$ cat src/design/smfx_pkg.sv
// ============================================================================
// smfx_pkg
// Shared types and constants for the serial message framer: byte codes,
// result kinds, receive phases and the job record passed front to back.
// ============================================================================
package smfx_pkg;

    // Framing bytes
    localparam logic [7:0] START_BYTE = 8'h1b;
    localparam logic [7:0] TOKEN_BYTE = 8'h0e;
    localparam logic [7:0] SEQ_MAX    = 8'hff;
    localparam logic [7:0] SEQ_FIRST  = 8'h01;
    localparam logic [7:0] TAIL_BYTE  = 8'h00;

    // Input command codes
    localparam logic CMD_TX = 1'b0;
    localparam logic CMD_RX = 1'b1;

    // Result kinds
    localparam logic [1:0] KIND_LINE   = 2'd0;
    localparam logic [1:0] KIND_BODY   = 2'd1;
    localparam logic [1:0] KIND_GOOD   = 2'd2;
    localparam logic [1:0] KIND_BAD    = 2'd3;

    // Transmit byte positions inside one job
    localparam logic [2:0] POS_START = 3'd0;
    localparam logic [2:0] POS_SEQ   = 3'd1;
    localparam logic [2:0] POS_LENHI = 3'd2;
    localparam logic [2:0] POS_LENLO = 3'd3;
    localparam logic [2:0] POS_TOKEN = 3'd4;
    localparam logic [2:0] POS_DATA  = 3'd5;
    localparam logic [2:0] POS_SUM   = 3'd6;
    localparam logic [2:0] POS_TAIL  = 3'd7;

    // Default depth of the job queue
    localparam int QUEUE_DEPTH = 4;

    // Receive phases, one-hot
    typedef enum logic [6:0] {
        PH_HUNT  = 7'b0000001,
        PH_SEQ   = 7'b0000010,
        PH_LENHI = 7'b0000100,
        PH_LENLO = 7'b0001000,
        PH_TOKEN = 7'b0010000,
        PH_BODY  = 7'b0100000,
        PH_SUM   = 7'b1000000
    } rx_phase_t;

    // One classified item: a transmit burst or a single receive result
    typedef struct packed {
        logic        rx;      // single receive result
        logic        hdr;     // emit the five header bytes
        logic        body;    // emit the payload byte
        logic        tail;    // emit checksum and trailing zero
        logic [1:0]  kind;    // receive result kind
        logic [7:0]  seq;
        logic [15:0] len;     // tx header length or rx message length
        logic [7:0]  data;    // payload or body byte
        logic [7:0]  csum;    // transmit checksum
    } job_t;

endpackage

$ cat src/design/serial_message_framer_xor.sv
// ============================================================================
// serial_message_framer_xor
// Link framer with transmit and receive directions sharing one sequence number.
// ----------------------------------------------------------------------------
// Input stream (s_*): one item per transfer. s_tuser selects transmit payload
// byte or received line byte; s_tdata carries the byte and, for the first
// transmit byte of a message, its length.
// Output stream (m_*): one result per transfer. m_tuser gives the kind (line
// byte, received body byte, end good, end bad); m_tlast marks the final result
// caused by one input item.
// With the block idle, the first result of an item passes through the job
// queue, the current-job register and the output register before m_tvalid
// rises. Results leave at one per cycle while m_tready is high; an item
// causes zero to eight results, and the output register holds one result at
// a time. A first transmit byte of a message with one payload byte causes eight.
// The front end classifies items into a job queue (QUEUE_DEPTH entries);
// s_tready drops only when the queue is full, so the input keeps flowing while
// the receiver stalls, until the queue fills. The output register holds its
// result while m_tready is low.
// Reset clears the sequence number, counts, checksums, receive hunt state,
// the queue and the output stage.
// ============================================================================
module serial_message_framer_xor
#(
    parameter int QUEUE_DEPTH = smfx_pkg::QUEUE_DEPTH
)
(
    input  logic        clk,
    input  logic        rst_n,
    input  logic        s_tvalid,
    output logic        s_tready,
    input  logic [23:0] s_tdata,   // data_in[7:0], tx_length[23:8]
    input  logic [0:0]  s_tuser,   // command[0]
    output logic        m_tvalid,
    input  logic        m_tready,
    output logic [23:0] m_tdata,   // data_out[7:0], rx_length[23:8]
    output logic [1:0]  m_tuser,   // kind[1:0]
    output logic        m_tlast
);

    logic           accept;
    logic           push;
    logic           pop;
    logic           q_full;
    logic           q_empty;
    smfx_pkg::job_t wr_job;
    smfx_pkg::job_t rd_job;

    assign s_tready = !q_full;
    assign accept   = s_tvalid && s_tready;

    // Classify items and keep link state
    smfx_front u_front
    (
        .clk       (clk),
        .rst_n     (rst_n),
        .accept    (accept),
        .command   (s_tuser[0]),
        .data_in   (s_tdata[7:0]),
        .tx_length (s_tdata[23:8]),
        .push      (push),
        .job       (wr_job)
    );

    // Decouple front and back
    smfx_queue #(.DEPTH(QUEUE_DEPTH)) u_queue
    (
        .clk    (clk),
        .rst_n  (rst_n),
        .push   (push),
        .wr_job (wr_job),
        .pop    (pop),
        .rd_job (rd_job),
        .full   (q_full),
        .empty  (q_empty)
    );

    // Expand jobs into result bytes
    smfx_back u_back
    (
        .clk       (clk),
        .rst_n     (rst_n),
        .job_valid (!q_empty),
        .job       (rd_job),
        .pop       (pop),
        .m_tvalid  (m_tvalid),
        .m_tready  (m_tready),
        .m_tdata   (m_tdata),
        .m_tuser   (m_tuser),
        .m_tlast   (m_tlast)
    );

endmodule

$ cat src/design/smfx_front.sv
// ============================================================================
// smfx_front
// Accepts items, keeps the link state (sequence, counts, checksums, receive
// phase) and turns each item into a job record for the back end.
// ============================================================================
module smfx_front
(
    input  logic               clk,
    input  logic               rst_n,
    input  logic               accept,
    input  logic               command,
    input  logic [7:0]         data_in,
    input  logic [15:0]        tx_length,
    output logic               push,
    output smfx_pkg::job_t     job
);

    logic [7:0]          seq_reg,      seq_next;
    logic [15:0]         tx_rem_reg,   tx_rem_next;
    logic [7:0]          tx_cs_reg,    tx_cs_next;
    smfx_pkg::rx_phase_t rx_phase_reg, rx_phase_next;
    logic [15:0]         rx_len_reg,   rx_len_next;
    logic [15:0]         rx_cnt_reg,   rx_cnt_next;
    logic [7:0]          rx_cs_reg,    rx_cs_next;

    logic [7:0]  seq_step;
    logic [7:0]  hdr_cs;
    logic [15:0] rem_dec;
    logic [15:0] cnt_inc;

    // Precompute the next sequence number and header checksum
    always_comb
    begin
        seq_step = (seq_reg == smfx_pkg::SEQ_MAX) ? smfx_pkg::SEQ_FIRST : seq_reg + 8'd1;
        hdr_cs   = smfx_pkg::START_BYTE ^ seq_step ^ tx_length[15:8] ^ tx_length[7:0]
                   ^ smfx_pkg::TOKEN_BYTE;
        rem_dec  = ((tx_rem_reg == 16'd0) ? tx_length : tx_rem_reg) - 16'd1;
        cnt_inc  = rx_cnt_reg + 16'd1;
    end

    // Classify the item and step the link state
    always_comb
    begin
        seq_next      = seq_reg;
        tx_rem_next   = tx_rem_reg;
        tx_cs_next    = tx_cs_reg;
        rx_phase_next = rx_phase_reg;
        rx_len_next   = rx_len_reg;
        rx_cnt_next   = rx_cnt_reg;
        rx_cs_next    = rx_cs_reg;
        push          = 1'b0;
        job           = '0;
        job.seq       = seq_step;
        job.len       = tx_length;
        job.data      = data_in;

        if (accept)
        begin
            if (command == smfx_pkg::CMD_TX)
            begin
                push = 1'b1;
                if (tx_rem_reg == 16'd0)
                begin
                    seq_next = seq_step;
                    job.hdr  = 1'b1;
                    if (tx_length == 16'd0)
                    begin
                        job.tail   = 1'b1;
                        job.csum   = hdr_cs;
                        tx_cs_next = hdr_cs;
                    end
                    else
                    begin
                        job.body    = 1'b1;
                        job.tail    = (rem_dec == 16'd0);
                        job.csum    = hdr_cs ^ data_in;
                        tx_cs_next  = hdr_cs ^ data_in;
                        tx_rem_next = rem_dec;
                    end
                end
                else
                begin
                    job.body    = 1'b1;
                    job.tail    = (rem_dec == 16'd0);
                    job.csum    = tx_cs_reg ^ data_in;
                    tx_cs_next  = tx_cs_reg ^ data_in;
                    tx_rem_next = rem_dec;
                end
            end
            else
            begin
                job.rx  = 1'b1;
                job.len = '0;
                case (rx_phase_reg)
                    smfx_pkg::PH_SEQ:
                    begin
                        if (data_in == seq_reg)
                        begin
                            rx_cs_next    = smfx_pkg::START_BYTE ^ data_in;
                            rx_phase_next = smfx_pkg::PH_LENHI;
                        end
                        else if (data_in != smfx_pkg::START_BYTE)
                        begin
                            rx_phase_next = smfx_pkg::PH_HUNT;
                        end
                    end
                    smfx_pkg::PH_LENHI:
                    begin
                        rx_cs_next    = rx_cs_reg ^ data_in;
                        rx_len_next   = {data_in, 8'd0};
                        rx_phase_next = smfx_pkg::PH_LENLO;
                    end
                    smfx_pkg::PH_LENLO:
                    begin
                        rx_cs_next    = rx_cs_reg ^ data_in;
                        rx_len_next   = {rx_len_reg[15:8], data_in};
                        rx_phase_next = smfx_pkg::PH_TOKEN;
                    end
                    smfx_pkg::PH_TOKEN:
                    begin
                        rx_cs_next    = rx_cs_reg ^ data_in;
                        rx_cnt_next   = '0;
                        rx_phase_next = (rx_len_reg == 16'd0) ? smfx_pkg::PH_SUM
                                                              : smfx_pkg::PH_BODY;
                    end
                    smfx_pkg::PH_BODY:
                    begin
                        rx_cs_next  = rx_cs_reg ^ data_in;
                        rx_cnt_next = cnt_inc;
                        push        = 1'b1;
                        job.kind    = smfx_pkg::KIND_BODY;
                        if (cnt_inc >= rx_len_reg)
                        begin
                            rx_phase_next = smfx_pkg::PH_SUM;
                        end
                    end
                    smfx_pkg::PH_SUM:
                    begin
                        push          = 1'b1;
                        job.kind      = (data_in == rx_cs_reg) ? smfx_pkg::KIND_GOOD
                                                               : smfx_pkg::KIND_BAD;
                        job.data      = '0;
                        job.len       = rx_len_reg;
                        rx_phase_next = smfx_pkg::PH_HUNT;
                    end
                    default:
                    begin
                        rx_phase_next = (data_in == smfx_pkg::START_BYTE) ? smfx_pkg::PH_SEQ
                                                                         : smfx_pkg::PH_HUNT;
                    end
                endcase
            end
        end
    end

    // Hold the link state
    always_ff @(posedge clk or negedge rst_n)
    begin
        if (!rst_n)
        begin
            seq_reg      <= '0;
            tx_rem_reg   <= '0;
            tx_cs_reg    <= '0;
            rx_phase_reg <= smfx_pkg::PH_HUNT;
            rx_len_reg   <= '0;
            rx_cnt_reg   <= '0;
            rx_cs_reg    <= '0;
        end
        else
        begin
            seq_reg      <= seq_next;
            tx_rem_reg   <= tx_rem_next;
            tx_cs_reg    <= tx_cs_next;
            rx_phase_reg <= rx_phase_next;
            rx_len_reg   <= rx_len_next;
            rx_cnt_reg   <= rx_cnt_next;
            rx_cs_reg    <= rx_cs_next;
        end
    end

endmodule

$ cat src/design/smfx_queue.sv
// ============================================================================
// smfx_queue
// Small job queue between front and back end so each side stalls on its own.
// ============================================================================
module smfx_queue
#(
    parameter int DEPTH = smfx_pkg::QUEUE_DEPTH
)
(
    input  logic               clk,
    input  logic               rst_n,
    input  logic               push,
    input  smfx_pkg::job_t     wr_job,
    input  logic               pop,
    output smfx_pkg::job_t     rd_job,
    output logic               full,
    output logic               empty
);

    localparam int PW = (DEPTH > 1) ? $clog2(DEPTH) : 1;
    localparam int CW = $clog2(DEPTH + 1);
    localparam logic [PW-1:0] LAST_PTR = PW'(DEPTH - 1);

    smfx_pkg::job_t mem_reg [DEPTH];
    logic [PW-1:0]  wr_ptr_reg, wr_ptr_next;
    logic [PW-1:0]  rd_ptr_reg, rd_ptr_next;
    logic [CW-1:0]  count_reg,  count_next;
    logic           do_push;
    logic           do_pop;

    assign full    = (count_reg == CW'(DEPTH));
    assign empty   = (count_reg == '0);
    assign do_push = push && !full;
    assign do_pop  = pop && !empty;
    assign rd_job  = mem_reg[rd_ptr_reg];

    // Advance pointers and fill count
    always_comb
    begin
        wr_ptr_next = wr_ptr_reg;
        rd_ptr_next = rd_ptr_reg;
        count_next  = count_reg;
        if (do_push)
        begin
            wr_ptr_next = (wr_ptr_reg == LAST_PTR) ? '0 : wr_ptr_reg + PW'(1);
        end
        if (do_pop)
        begin
            rd_ptr_next = (rd_ptr_reg == LAST_PTR) ? '0 : rd_ptr_reg + PW'(1);
        end
        if (do_push && !do_pop)
        begin
            count_next = count_reg + CW'(1);
        end
        else if (do_pop && !do_push)
        begin
            count_next = count_reg - CW'(1);
        end
    end

    always_ff @(posedge clk or negedge rst_n)
    begin
        if (!rst_n)
        begin
            wr_ptr_reg <= '0;
            rd_ptr_reg <= '0;
            count_reg  <= '0;
        end
        else
        begin
            wr_ptr_reg <= wr_ptr_next;
            rd_ptr_reg <= rd_ptr_next;
            count_reg  <= count_next;
        end
    end

    // Store jobs
    always_ff @(posedge clk)
    begin
        if (do_push)
        begin
            mem_reg[wr_ptr_reg] <= wr_job;
        end
    end

endmodule

$ cat src/design/smfx_back.sv
// ============================================================================
// smfx_back
// Expands each job into its result bytes, one per cycle, into an output
// register that holds while the receiver stalls.
// ============================================================================
module smfx_back
(
    input  logic               clk,
    input  logic               rst_n,
    input  logic               job_valid,
    input  smfx_pkg::job_t     job,
    output logic               pop,
    output logic               m_tvalid,
    input  logic               m_tready,
    output logic [23:0]        m_tdata,   // data_out[7:0], rx_length[23:8]
    output logic [1:0]         m_tuser,   // kind[1:0]
    output logic               m_tlast
);

    smfx_pkg::job_t cur_reg;
    logic           cur_valid_reg, cur_valid_next;
    logic [2:0]     pos_reg,       pos_next;
    logic           out_valid_reg, out_valid_next;
    logic [23:0]    out_data_reg;
    logic [1:0]     out_kind_reg;
    logic           out_last_reg;

    logic           advance;
    logic           take;
    logic           load;
    logic           cur_last;
    logic [2:0]     pos_after;
    logic [2:0]     pos_first;
    logic [7:0]     res_byte;
    logic [23:0]    res_data;
    logic [1:0]     res_kind;

    // Pick the byte of the current position and the position after it
    always_comb
    begin
        case (pos_reg)
            smfx_pkg::POS_START: res_byte = smfx_pkg::START_BYTE;
            smfx_pkg::POS_SEQ:   res_byte = cur_reg.seq;
            smfx_pkg::POS_LENHI: res_byte = cur_reg.len[15:8];
            smfx_pkg::POS_LENLO: res_byte = cur_reg.len[7:0];
            smfx_pkg::POS_TOKEN: res_byte = smfx_pkg::TOKEN_BYTE;
            smfx_pkg::POS_DATA:  res_byte = cur_reg.data;
            smfx_pkg::POS_SUM:   res_byte = cur_reg.csum;
            default:             res_byte = smfx_pkg::TAIL_BYTE;
        endcase

        case (pos_reg)
            smfx_pkg::POS_TOKEN: pos_after = cur_reg.body ? smfx_pkg::POS_DATA
                                                          : smfx_pkg::POS_SUM;
            smfx_pkg::POS_DATA:  pos_after = smfx_pkg::POS_SUM;
            default:             pos_after = pos_reg + 3'd1;
        endcase

        pos_first = job.hdr  ? smfx_pkg::POS_START :
                    job.body ? smfx_pkg::POS_DATA  : smfx_pkg::POS_SUM;

        cur_last = cur_reg.rx || (pos_reg == smfx_pkg::POS_TAIL)
                   || ((pos_reg == smfx_pkg::POS_DATA) && !cur_reg.tail);

        if (cur_reg.rx)
        begin
            res_kind = cur_reg.kind;
            res_data = {cur_reg.len, cur_reg.data};
        end
        else
        begin
            res_kind = smfx_pkg::KIND_LINE;
            res_data = {16'd0, res_byte};
        end
    end

    // Step through the job when the output register frees up
    always_comb
    begin
        advance        = !out_valid_reg || m_tready;
        take           = advance && cur_valid_reg;
        load           = job_valid && (!cur_valid_reg || (take && cur_last));
        pop            = load;
        cur_valid_next = cur_valid_reg;
        pos_next       = pos_reg;
        out_valid_next = out_valid_reg;
        if (take)
        begin
            pos_next = pos_after;
            if (cur_last)
            begin
                cur_valid_next = 1'b0;
            end
        end
        if (load)
        begin
            cur_valid_next = 1'b1;
            pos_next       = pos_first;
        end
        if (advance)
        begin
            out_valid_next = cur_valid_reg;
        end
    end

    always_ff @(posedge clk or negedge rst_n)
    begin
        if (!rst_n)
        begin
            cur_valid_reg <= 1'b0;
            pos_reg       <= '0;
            out_valid_reg <= 1'b0;
        end
        else
        begin
            cur_valid_reg <= cur_valid_next;
            pos_reg       <= pos_next;
            out_valid_reg <= out_valid_next;
        end
    end

    // Hold the job and the result payload
    always_ff @(posedge clk)
    begin
        if (load)
        begin
            cur_reg <= job;
        end
        if (take)
        begin
            out_data_reg <= res_data;
            out_kind_reg <= res_kind;
            out_last_reg <= cur_last;
        end
    end

    assign m_tvalid = out_valid_reg;
    assign m_tdata  = out_data_reg;
    assign m_tuser  = out_kind_reg;
    assign m_tlast  = out_last_reg;

endmodule

$ cat config.mk
export PLATFORM = sky130hd
export DESIGN_NAME = serial_message_framer_xor
export DESIGN_NICKNAME = d
export VERILOG_FILES = /design/src/design/smfx_pkg.sv /design/src/design/serial_message_framer_xor.sv /design/src/design/smfx_front.sv /design/src/design/smfx_queue.sv /design/src/design/smfx_back.sv
export SDC_FILE = /design/constraint.sdc
export NUM_CORES = 1
export LEC_CHECK = 0
export ABC_AREA = 1
export ABC_CLOCK_PERIOD_IN_PS = 6400
export BUFFER_PORTS_ARGS = -buffer_cell sky130_fd_sc_hd__buf_2
export CAP_MARGIN = 20
export CORE_MARGIN = 2
export CORE_UTILIZATION = 55
export CTS_CLUSTER_SIZE = 16
export DETAILED_ROUTE_END_ITERATION = 7
export PLACE_DENSITY = 0.72
export SLEW_MARGIN = 20
export SYNTH_ARGS = -nofsm -noshare
export SYNTH_HDL_FRONTEND = slang
export SYNTH_SLANG_ARGS = --single-unit
$ cat constraint.sdc
create_clock -name clk -period 6.4 [get_ports clk]
set_clock_uncertainty 0.05 [all_clocks]
set_input_delay 0.32 -clock clk [delete_from_list [all_inputs] [get_ports clk]]
set_output_delay 0.32 -clock clk [all_outputs]
set_load 0.01 [all_outputs]
==> results by group, run 1 <==
Run status
  • Status: finished, final reports clean

Power
  • Power, Total: 8.33 mW
  • Leakage: 7.39 nW
  • Max VDD drop: 293 uV
  • Power per Cell Area: 467 nW/um^2

Run
  • Max Cap Viol: 0

Routing
  • Vias: 11300
  • Vias per inst: 5.62
  • # DRC: 0
  • Wirelength, routed: 37400 um
  • Detail Route Antenna Nets: 0
  • Routed wire length per instance: 18.6 um
  • Detailed Route Iter0 Violations: 1286
  • Drt first pass iters: 6

Clock network
  • CTS Buf Count: 37
  • Clock buffer depth: 3
  • Clock sinks: 347
  • Clk_lat worst skew: 0.53 ns
  • CTS tree: built
  • H-tree depth: 2
  • CTS resizes: 0
  • Root buf cell: clkbuf_16
  • Clock transition at the registers of the reported paths: 0.06 ns

Synthesis
  • Post-Syn Area: 16000 sq um
  • Synth Area per Inst: 10.4 sq um
  • Post-Synthesis Cells: 1548
  • Yosys reg bits: 347
  • Fraction of the yosys area taken by sequential cells: 62.2%
  • Synth cell types: 52
  • Yosys warns: 0
  • Top FF cell, synth: edfxtp_1
  • Share of flip-flops with an asynchronous set or reset: 26.2%
  • Post-synth EDFFs: 256
  • Synthesized net count: 1610

Floorplan
  • I/O pin count: 58
  • Die span in x: 175 um
  • Die area: 30500 sq um
  • Initial Util: 55.9%
  • Die Ht: 175 um
  • Core Region: 28700 sq um
  • # rows: 62

Critical path
  • CP Capture Type: flip-flop
  • Cell mode on critical path: nand3_1
  • CP Cell Sequence: ha_1 > nand3_1 > nor2_1 > nand2_1 > nor3_1 > nand2_1 > inv_1 > nand4_1 > nor3_1 > xor2_1 > inv_1 > ha_1 > nand2_1 > inv_1 > nand3_1 > nor3_1 > nand3_1 > nand4_1 > nand3_1 > inv_2 > nand3b_1 > o21ai_0
  • Critical path fanouts, max: 9
  • Reg2Reg Depth: 22
  • CP Class: reg2reg
  • Number of cells on the critical path: 22
  • FF-to-FF End: u_front.rx_phase_reg[2]$_DFFE_PN0P_
  • CP required: 6.79 ns
  • Startpoint types: flip-flop
  • Arr. time, crit path: 3.94 ns
  • CP top delay family: simple AND/OR/NAND/NOR gates
  • R2R Setup Slk: 2.85 ns
  • CP Capture Point: u_front.rx_phase_reg[2]$_DFFE_PN0P_
  • CP peak stage delay: 0.41 ns
  • WP buf/inv: 4
  • Crit-path slowest cell: dfrtp_1
  • Origin of the critical flop-to-flop path: u_front.rx_cnt_reg[0]$_DFFE_PN0P_
  • Worst Setup SP: u_front.rx_cnt_reg[0]$_DFFE_PN0P_

Hold path
  • Worst hold-check path type: in2reg
  • Hold path cells: 4

Global route
  • First-pass GRT wire length: 58300 um
  • Vias in the first global route: 10400
  • Largest net degree at the start of global routing: 67
  • Initial antenna violation count: 0
  • GRT Util Overall: 24.7%
  • GRT Residual Overflow: 0

Timing
  • Final setup viols: 0
  • Slew Limit Fails: 0
  • Unrepaired setup endpoints after global routing: false
  • Min Tclk post-route: 3.55 ns
  • Relative slew slack: 36.0%
  • FMAX: 282 MHz
  • Setup TNS: 0 ns
  • Hold_ws: 0.0372 ns
  • Worst Max-Slew Pin Slew: 0.953 ns
  • Fin crit share: 55.5%
  • Final hold violation count: 0

Placed design
  • # placed instances: 1946
  • Post-DP HPWL: 25700 um
  • RD Place Congestion: 0.997
  • Port bufs: 57

Layout
  • Fin cells: 2014
  • Syn-to-layout area delta: 11.3%
  • Multi-input logic area: 5140 sq um
  • Largest register FFs: 184
  • Share of cells above drive strength 1: 11.5%
  • Register area: 9970 sq um
  • Diodes inserted: 0
  • Final nets: 1664
  • Fill count: 2335
  • Final Core Density: 62.2%
## routing by layer
metal | vias to the layer above | routed length (um) | share of wire (%) | track usage [%]
li1 | 5413 | - | - | -
met1 | 5331 | 15600 | 42 | 33.9
met2 | 478 | 17600 | 47 | 40.4
met3 | 89 | 2770 | 7.4 | 3.29
met4 | 0 | 1400 | 3.7 | 9.90
met5 | - | 0 | 0 | 0
## worst min-delay path by stage
stage / start / end / slack (ns)
2_1_floorplan: rst_n / u_back.cur_valid_reg$_DFFE_PN0P_ / -0.03
3_3_place_gp: rst_n / u_back.m_tvalid$_DFFE_PN0P_ / 0.20
3_5_place_dp: rst_n / u_back.m_tvalid$_DFFE_PN0P_ / 0.21
4_1_cts: m_tready / u_back.m_tvalid$_DFFE_PN0P_ / 0.02
5_1_grt: m_tready / u_back.m_tvalid$_DFFE_PN0P_ / 0.06
6_report: m_tready / u_back.m_tvalid$_DFFE_PN0P_ / 0.04
## final cells by class
cell class,count,area share (%)
clock inverter,21,0.940
sequential,347,55.9
tap,384,2.69
multi-input combinational,957,28.8
inverter,187,3.93
clock buffer,46,5.49
timing repair buffer,72,2.26
## placed cells by master (no fill, tap or decap), types with 4 or more instances in the layout
cell type and count:
buf_2 56, nand4_1 16, inv_2 11, nor2_1 179, clkbuf_1 7, nor3_1 11, or2_2 4, inv_1 175
a221oi_1 6, nor2_4 7, nand3_1 58, xor2_1 42, clkbuf_16 37, ha_1 32, xnor2_1 8, o21ai_1 4
nand2_1 245, o22ai_1 81, o21ai_2 8, inv_6 4, nand2_2 6, a21oi_1 29, buf_4 15, dfrtp_1 89
o21ai_0 172, clkinv_2 7, clkinv_1 7, nor2_2 6, edfxtp_1 256, nor4_1 9
## kinds of logic (layout without fill, tap and decap cells)
family	count (synthesis)	after routing	synth area share (%)
flops	347	347	62.2
buf+inv	244	326	5.99
compound gates	309	309	10.8
mux	4	4	0.258
fa+ha+maj	33	33	2.62
simple gates	561	561	15.5
xor+xnor	50	50	2.73
## power by group
part | total [mW] | internal, mW | switching, mW
registers | 3.57 | 3.24 | 0.335
logic | 2.73 | 0.837 | 1.89
clock network | 2.02 | 1.17 | 0.851
## worst register-to-register path, stage by stage (launching register included)
cell and delay (ns):
dfrtp_1 0.41, ha_1 0.21, nand3_1 0.12, nor2_1 0.10, nand2_1 0.08, nor3_1 0.18
nand2_1 0.11, inv_1 0.09, nand4_1 0.13, nor3_1 0.21, xor2_1 0.21, inv_1 0.06
ha_1 0.27, nand2_1 0.06, inv_1 0.06, nand3_1 0.08, nor3_1 0.22, nand3_1 0.10
nand4_1 0.11, nand3_1 0.20, inv_2 0.19, nand3b_1 0.10, o21ai_0 0.10
## synth_stat cells (2+ instances only)
| cell type | count | share of area [%] |
|---|---|---|
| nand3_4 | 3 | 0.33 |
| nand3_2 | 3 | 0.19 |
| nand3b_1 | 3 | 0.14 |
| nand3_1 | 58 | 1.8 |
| a31oi_1 | 3 | 0.12 |
| nand2_2 | 6 | 0.23 |
| a21oi_1 | 29 | 0.91 |
| inv_2 | 10 | 0.23 |
| nor3_1 | 11 | 0.34 |
| nand2_1 | 245 | 5.7 |
| buf_1 | 2 | 0.047 |
| nand4_1 | 16 | 0.62 |
| o21ai_2 | 8 | 0.44 |
| ha_1 | 32 | 2.5 |
| nand2_4 | 2 | 0.14 |
| xnor2_1 | 8 | 0.44 |
| nor2_8 | 2 | 0.25 |
| o21ai_0 | 172 | 5.4 |
| nor2_4 | 2 | 0.14 |
| dfrtp_1 | 90 | 14 |
| o22ai_1 | 81 | 3.2 |
| o21ai_1 | 4 | 0.12 |
| nor2_2 | 7 | 0.27 |
| inv_1 | 177 | 4.1 |
| nor3_2 | 2 | 0.12 |
| or2_2 | 4 | 0.16 |
| edfxtp_1 | 256 | 48 |
| nor4_1 | 9 | 0.35 |
| mux2i_1 | 3 | 0.19 |
| a221oi_1 | 6 | 0.33 |
| nor2_1 | 183 | 4.3 |
| xor2_1 | 42 | 2.3 |
| buf_2 | 10 | 0.31 |
| clkbuf_1 | 40 | 0.94 |
| buf_6 | 2 | 0.14 |
## through the flow
step                      setup slack [ns]  instance area, sq um
after global routing                  2.50                 17800
after detailed placement              2.96                 16700
final                                 2.85                 17800
after floorplan                       2.42                 16000
after global placement                3.07                 16700
after CTS                             2.92                 17800
## what timing repair did
| item | 4_1_cts | 5_1_grt |
|---|---|---|
| hold buffers | 1 | 0 |
| endpoints found under the hold margin | 25 | 0 |
| setup buffers | 0 | 0 |
Power figures use the tool's default switching activity.
==> run 2: changes to the inputs <==
--- a/config.mk
+++ b/config.mk
@@ -6,14 +6,14 @@
 export NUM_CORES = 1
 export LEC_CHECK = 0
 export ABC_AREA = 1
-export ABC_CLOCK_PERIOD_IN_PS = 6400
+export ABC_CLOCK_PERIOD_IN_PS = 3170
 export BUFFER_PORTS_ARGS = -buffer_cell sky130_fd_sc_hd__buf_2
 export CAP_MARGIN = 20
 export CORE_MARGIN = 2
 export CORE_UTILIZATION = 55
 export CTS_CLUSTER_SIZE = 16
 export DETAILED_ROUTE_END_ITERATION = 7
-export PLACE_DENSITY = 0.72
+export PLACE_DENSITY = 0.75
 export SLEW_MARGIN = 20
 export SYNTH_ARGS = -nofsm -noshare
 export SYNTH_HDL_FRONTEND = slang
==> constraint.sdc (replaced) <==
create_clock -name clk -period 3.17 [get_ports clk]
set_clock_uncertainty 0.05 [all_clocks]
set_input_delay 0.1585 -clock clk [delete_from_list [all_inputs] [get_ports clk]]
set_output_delay 0.1585 -clock clk [all_outputs]
set_load 0.01 [all_outputs]
==> run 2 against run 1 <==
Against the previous run: critical path depth unchanged; the run now ends with setup timing left; clock power up 110%; final cell count up 2.2%; largest cell class unchanged; highest routed layer unchanged.
==> results by group, run 2 (same netlist as run 1, synthesis figures left out) <==
Run status
  • Status: finished with violations
  • Failing checks: setup timing

Global route
  • Met2 Track Usage GR: 40.9%
  • Met3 Resource Use GR: 3.52%
  • GRT Residual Overflow: 0
  • Met1 GRT Util: 34.8%
  • First-pass GRT wire length: 59500 um
  • Vias in the first global route: 11000
  • Largest net degree at the start of global routing: 95
  • Busiest grt layer: met2
  • Initial antenna violation count: 0
  • GRT Util Overall: 25.0%

Floorplan
  • Die area: 30500 sq um
  • I/O pin count: 58
  • Core Region: 28700 sq um
  • Die span in x: 175 um
  • # rows: 62
  • Initial Util: 55.9%
  • Die Ht: 175 um

Critical path
  • CP peak stage delay: 0.38 ns
  • CP Capture Type: flip-flop
  • R2R Setup Slk: -0.16 ns
  • CP Class: reg2reg
  • FF-to-FF End: u_front.rx_phase_reg[4]$_DFFE_PN0P_
  • CP Cell Sequence: ha_2 > nand3_2 > nor2_1 > nand2_1 > nor3_2 > nand2_1 > inv_1 > nand4_1 > nor3_2 > xor2_1 > inv_1 > ha_1 > nand2_2 > inv_2 > nand3_2 > nor3_2 > nand3_1 > nand4_1 > nand3_2 > buf_6 > nand2_2 > o21ai_1
  • Reg2Reg Depth: 22
  • CP required: 3.52 ns
  • WP buf/inv: 4
  • Arr. time, crit path: 3.68 ns
  • Crit-path slowest cell: dfrtp_1
  • Startpoint types: flip-flop
  • Critical path fanouts, max: 4
  • CP top delay family: simple AND/OR/NAND/NOR gates
  • Origin of the critical flop-to-flop path: u_front.rx_cnt_reg[0]$_DFFE_PN0P_

Layout
  • Commonest cells after routing, fill and taps aside: edfxtp_1 (256), nand2_1 (242), nor2_1 (179)
  • Diodes inserted: 0
  • Share of cells above drive strength 1: 14.2%
  • Syn-to-layout area delta: 14.7%
  • Commonest non-fill, non-tap cell in the layout: edfxtp_1
  • Final Core Density: 64.0%
  • Final nets: 1708
  • Fin cells: 2059
  • Design area: 18400 sq um
  • Fill count: 2213
  • Largest register FFs: 184
  • Multi-input logic area: 5210 sq um
  • Register area: 9970 sq um

Routing
  • Wirelength, routed: 38500 um
  • # DRC: 0
  • Routed wire length per instance: 18.7 um
  • Drt first pass iters: 6
  • Detailed Route Iter0 Violations: 1054
  • Detail Route Antenna Nets: 0
  • Vias: 11700
  • Vias per inst: 5.68

Clock network
  • Clk_lat worst skew: 0.52 ns
  • Clock transition at the registers of the reported paths: 0.06 ns
  • Clock buffer depth: 3
  • Root buf cell: clkbuf_16
  • Clock sinks: 347
  • CTS tree: built
  • CTS Buf Count: 37
  • H-tree depth: 2

Timing
  • Fin crit share: 105%
  • Unrepaired setup endpoints after global routing: true
  • Final setup margin: -0.157 ns
  • Worst Max-Slew Pin Slew: 0.963 ns
  • Slew Limit Fails: 0
  • Relative slew slack: 35.8%
  • Min Tclk post-route: 3.33 ns
  • Final setup viols: 7
  • FMAX: 301 MHz
  • Final hold violation count: 0
  • Hold_ws: 0.0191 ns

Placed design
  • Placed cell area: 16900 sq um
  • RD Place Congestion: 1.01
  • Setup slack at placement: -0.177 ns
  • Post-DP HPWL: 26000 um
  • # placed instances: 1971
  • Port bufs: 57

Hold path
  • Hold path cells: 3
  • WHS Endpoint: u_front.rx_len_reg[14]$_DFFE_PN0P_
  • Worst hold-check path type: in2reg
  • Hold path startpoint: s_tdata[6]

Power
  • Net Switching: 6.28 mW
  • Int Pwr: 10.9 mW
  • Max VDD drop: 470 uV
  • Leakage: 7.64 nW
  • Power per Cell Area: 935 nW/um^2
  • Switching share of power: 36.5%
  • Logic gate share of total power: 33.7%
  • Reg power frac: 41.7%
  • Clk network pwr share: 24.7%

Run
  • Max Cap Viol: 0
[run 2: what timing repair did]
item | 4_1_cts | 5_1_grt
pin swaps | 4 | 11
hold endpoints to repair | 70 | 0
gates resized for setup | 8 | 14
setup buffers | 4 | 7
hold buffers | 9 | 0
cloned | 0 | 0
setup endpoints to repair | 7 | 7
[run 2: through the flow]
stage	power [mW]	TNS, ns
finish	17.2	-0.824
global placement	12.6	-0.0406
global route	18.2	-2.63
floorplan	11.0	-14.33
detailed placement	12.8	-0.987
CTS	17.1	0
[run 2: power groups by stage]
stage,Combinational (mW),Clock [mW],Sequential (mW)
3_3_place_gp,5.45,0,7.19
2_1_floorplan,3.85,0,7.13
6_report,5.79,4.24,7.17
3_5_place_dp,5.62,0,7.23
4_1_cts,5.69,4.30,7.15
5_1_grt,6.44,4.48,7.28
[run 2: worst max-delay path by stage]
stage                                        start                                  end  slack [ns]  depth (start not counted)
2_1_floorplan  u_front.rx_phase_reg[3]$_DFFE_PN0P_      u_queue.mem_reg[0][0]$_DFFE_PP_       -0.08                          9
3_3_place_gp     u_front.rx_cnt_reg[0]$_DFFE_PN0P_  u_front.rx_phase_reg[4]$_DFFE_PN0P_       -0.03                         22
3_5_place_dp     u_front.rx_cnt_reg[0]$_DFFE_PN0P_  u_front.rx_phase_reg[4]$_DFFE_PN0P_       -0.18                         22
4_1_cts          u_front.rx_cnt_reg[1]$_DFFE_PN0P_  u_front.rx_phase_reg[4]$_DFFE_PN0P_        0.02                         20
5_1_grt          u_front.rx_cnt_reg[0]$_DFFE_PN0P_  u_front.rx_phase_reg[4]$_DFFE_PN0P_       -0.39                         22
6_report         u_front.rx_cnt_reg[0]$_DFFE_PN0P_  u_front.rx_phase_reg[4]$_DFFE_PN0P_       -0.16                         22
[run 2: area by class of cell]
class / instances / share of cell area [%]
multi-input combinational: 957 / 28.4
clock inverter: 19 / 0.953
clock buffer: 49 / 5.57
tap: 384 / 2.61
timing repair buffer: 116 / 4.46
inverter: 187 / 3.83
sequential: 347 / 54.2
[run 2: worst min-delay path, cell delays in order]
cell,delay (ns)
buf_2,0.20
nand3_1,0.11
o21ai_0,0.08
[run 2: routing by layer]
| layer | routed length, um | share of wire [%] |
|---|---|---|
| met1 | 16100 | 42 |
| met2 | 18300 | 47 |
| met3 | 3050 | 7.9 |
| met4 | 1190 | 3.1 |
| met5 | 0 | 0 |
==> run 3: changes to the inputs <==
--- a/config.mk
+++ b/config.mk
@@ -18,3 +18,4 @@
 export SYNTH_ARGS = -nofsm -noshare
 export SYNTH_HDL_FRONTEND = slang
 export SYNTH_SLANG_ARGS = --single-unit
+export TNS_END_PERCENT = 1
==> run 3 against run 2 <==
Against the previous run: the run ends with DRC, setup timing left; sequential share of layout area increased by 0.34 points; clock power decreased by 4%; cell area is 0.62% lower; core utilization is 0.40 points lower; first-iteration DRC count fell by 5.1%; highest routed layer unchanged; count of clock-buffer cells in the layout rose by 2; combinational power shrank 0.7%; sequential power hardly changed; routed wire length shrank 2.9%; setup slack worse by 0.012 ns; hold slack better by 0.0034 ns; via count down 2.2%.
==> results by group, run 3 (same netlist as run 1, synthesis figures left out) <==
Power
  • Max VDD drop: 493 uV
  • Power per Cell Area: 927 nW/um^2
  • Power, Total: 16.9 mW
  • Leakage: 7.59 nW

Timing
  • Unrepaired setup endpoints after global routing: true
  • Fin crit share: 105%
  • Worst Max-Slew Pin Slew: 0.888 ns
  • Final setup viols: 7
  • Final hold violation count: 0
  • FMAX: 300 MHz
  • Final setup margin: -0.168 ns
  • Min Tclk post-route: 3.34 ns
  • Relative slew slack: 40.7%
  • Slew Limit Fails: 0

Clock network
  • Root buf cell: clkbuf_16
  • Clk_lat worst skew: 0.52 ns
  • CTS tree: built
  • Clock transition at the registers of the reported paths: 0.06 ns
  • Clock sinks: 347
  • CTS Buf Count: 37
  • H-tree depth: 2
  • Clock buffer depth: 3

Floorplan
  • Die area: 30500 sq um
  • Die Ht: 175 um
  • Die span in x: 175 um
  • I/O pin count: 58
  • Initial Util: 55.9%
  • # rows: 62
  • Core Region: 28700 sq um

Critical path
  • FF-to-FF End: u_front.rx_phase_reg[3]$_DFFE_PN0P_
  • CP Capture Type: flip-flop
  • Startpoint types: flip-flop
  • CP Class: reg2reg
  • CP required: 3.53 ns
  • Origin of the critical flop-to-flop path: u_front.rx_cnt_reg[1]$_DFFE_PN0P_
  • Reg2Reg Depth: 23
  • Critical path fanouts, max: 4
  • Arr. time, crit path: 3.70 ns
  • R2R Setup Slk: -0.17 ns

Layout
  • Diodes inserted: 0
  • Largest register FFs: 184
  • Commonest non-fill, non-tap cell in the layout: edfxtp_1
  • Syn-to-layout area delta: 13.9%
  • Share of cells above drive strength 1: 13.7%
  • Fill count: 2296
  • Final nets: 1704
  • Final Core Density: 63.7%
  • Commonest cells after routing, fill and taps aside: edfxtp_1 (256), nand2_1 (243), nor2_1 (177)

Placed design
  • Post-DP HPWL: 25600 um
  • RD Place Congestion: 0.959
  • Port bufs: 57

Global route
  • First-pass GRT wire length: 58800 um
  • GRT Residual Overflow: 0
  • Initial antenna violation count: 0
  • GRT Util Overall: 24.7%
  • Largest net degree at the start of global routing: 57
  • Vias in the first global route: 10900

Routing
  • Vias per inst: 5.58
  • Vias: 11400
  • Detail Route Antenna Nets: 0
  • Wirelength, routed: 37400 um
  • Drt first pass iters: 8
  • # DRC: 1
  • Detailed Route Iter0 Violations: 1000
  • Routed wire length per instance: 18.2 um

Run status
  • Failing checks: DRC, setup timing
  • Status: finished with violations

Hold path
  • Worst hold-check path type: in2reg
  • Hold path cells: 3
  • Hold path startpoint: s_tdata[1]
  • WHS Endpoint: u_front.rx_len_reg[9]$_DFFE_PN0P_

Run
  • Max Cap Viol: 0
## run 3: cell types whose count changed in the layout (fill, tap and decap cells not counted), moves of 2 or more
cell / delta
o21ai_1: -2
nor2_1: -2
buf_4: -4
clkinv_1: -2
clkbuf_1: +4
clkinv_2: -2
nand3_1: +2
nor2_2: +2
nand3_2: -2
clkbuf_16: -2
## run 3: critical path: stages (launching register included)
cell	delay, ns
dfrtp_1	0.37
ha_2	0.20
nand3_2	0.10
nor2_2	0.14
nand2_2	0.08
nor3_2	0.17
nand2_1	0.12
inv_2	0.07
nand4_1	0.13
nor3_2	0.21
xor2_1	0.22
inv_1	0.07
ha_1	0.27
nand2_1	0.05
inv_1	0.07
nand3_2	0.11
buf_4	0.16
inv_1	0.05
a21oi_1	0.07
nand4_1	0.12
nand3_2	0.14
buf_6	0.18
nand2_2	0.05
o21ai_2	0.05
## run 3: how the worst max path moves through the flow
stage	from	endpoint	slack [ns]	cells after the start
final	u_front.rx_cnt_reg[1]$_DFFE_PN0P_	u_front.rx_phase_reg[3]$_DFFE_PN0P_	-0.17	23
after global routing	u_front.rx_cnt_reg[1]$_DFFE_PN0P_	u_front.rx_phase_reg[2]$_DFFE_PN0P_	-0.49	22
after CTS	u_front.rx_cnt_reg[0]$_DFFE_PN0P_	u_front.rx_phase_reg[4]$_DFFE_PN0P_	0.004	21
after detailed placement	u_front.rx_cnt_reg[0]$_DFFE_PN0P_	u_front.rx_phase_reg[4]$_DFFE_PN0P_	-0.20	21
after global placement	u_front.rx_cnt_reg[0]$_DFFE_PN0P_	u_front.rx_phase_reg[3]$_DFFE_PN0P_	-0.05	22
after floorplan	u_front.rx_phase_reg[3]$_DFFE_PN0P_	u_queue.mem_reg[0][0]$_DFFE_PP_	-0.08	9
## run 3: area by class of cell
cell class                      count  area (sq um)  area share (%)
Timing Repair Buffer              112           790            4.32
Inverter                          187           704            3.86
Clock buffer                       51           988            5.41
Tap cell                          384           480            2.63
Clock inverter                     14           129           0.705
Sequential cell                   347          9970            54.6
Multi-Input combinational cell    957          5210            28.5
## run 3: layer usage
layer  up-vias  global-route usage [%]  wire (um)  share of wire [%]
li1       5488                       -          -                  -
met1      5383                    33.5      15600                 42
met2       470                    40.0      17400                 47
met3       104                    4.96       2940                7.8
met4         0                    9.03       1440                3.8
met5         -                       0          0                  0
## run 3: what timing repair did
item,4_1_cts,5_1_grt
hold endpoints to repair,62,0
cloned,0,0
hold buffers,9,0
pin swaps,1,10
resized for setup,4,17
setup buffers,3,6
setup endpoints to repair,7,11
## run 3: metrics by stage
| stage | instance area (sq um) | hold WS, ns | TNS, ns | instances | setup slack, ns |
|---|---|---|---|---|---|
| after floorplan | 16000 | -0.187 | -14.33 | 1548 | -0.0779 |
| after global placement | 16900 | 0.249 | -0.0778 | 1969 | -0.0513 |
| after detailed placement | 16900 | 0.262 | -1.11 | 1969 | -0.205 |
| after CTS | 18200 | 0.000496 | 0 | 2046 | 0.00417 |
| after global routing | 18300 | 0.0308 | -3.10 | 2052 | -0.487 |
| final | 18300 | 0.0225 | -0.916 | 2052 | -0.168 |
## run 3: report_power, final
part	internal, mW	switching, mW	leakage [nW]
registers	6.53	0.604	3.44
clock network	2.35	1.70	0.542
logic	1.86	3.89	3.61
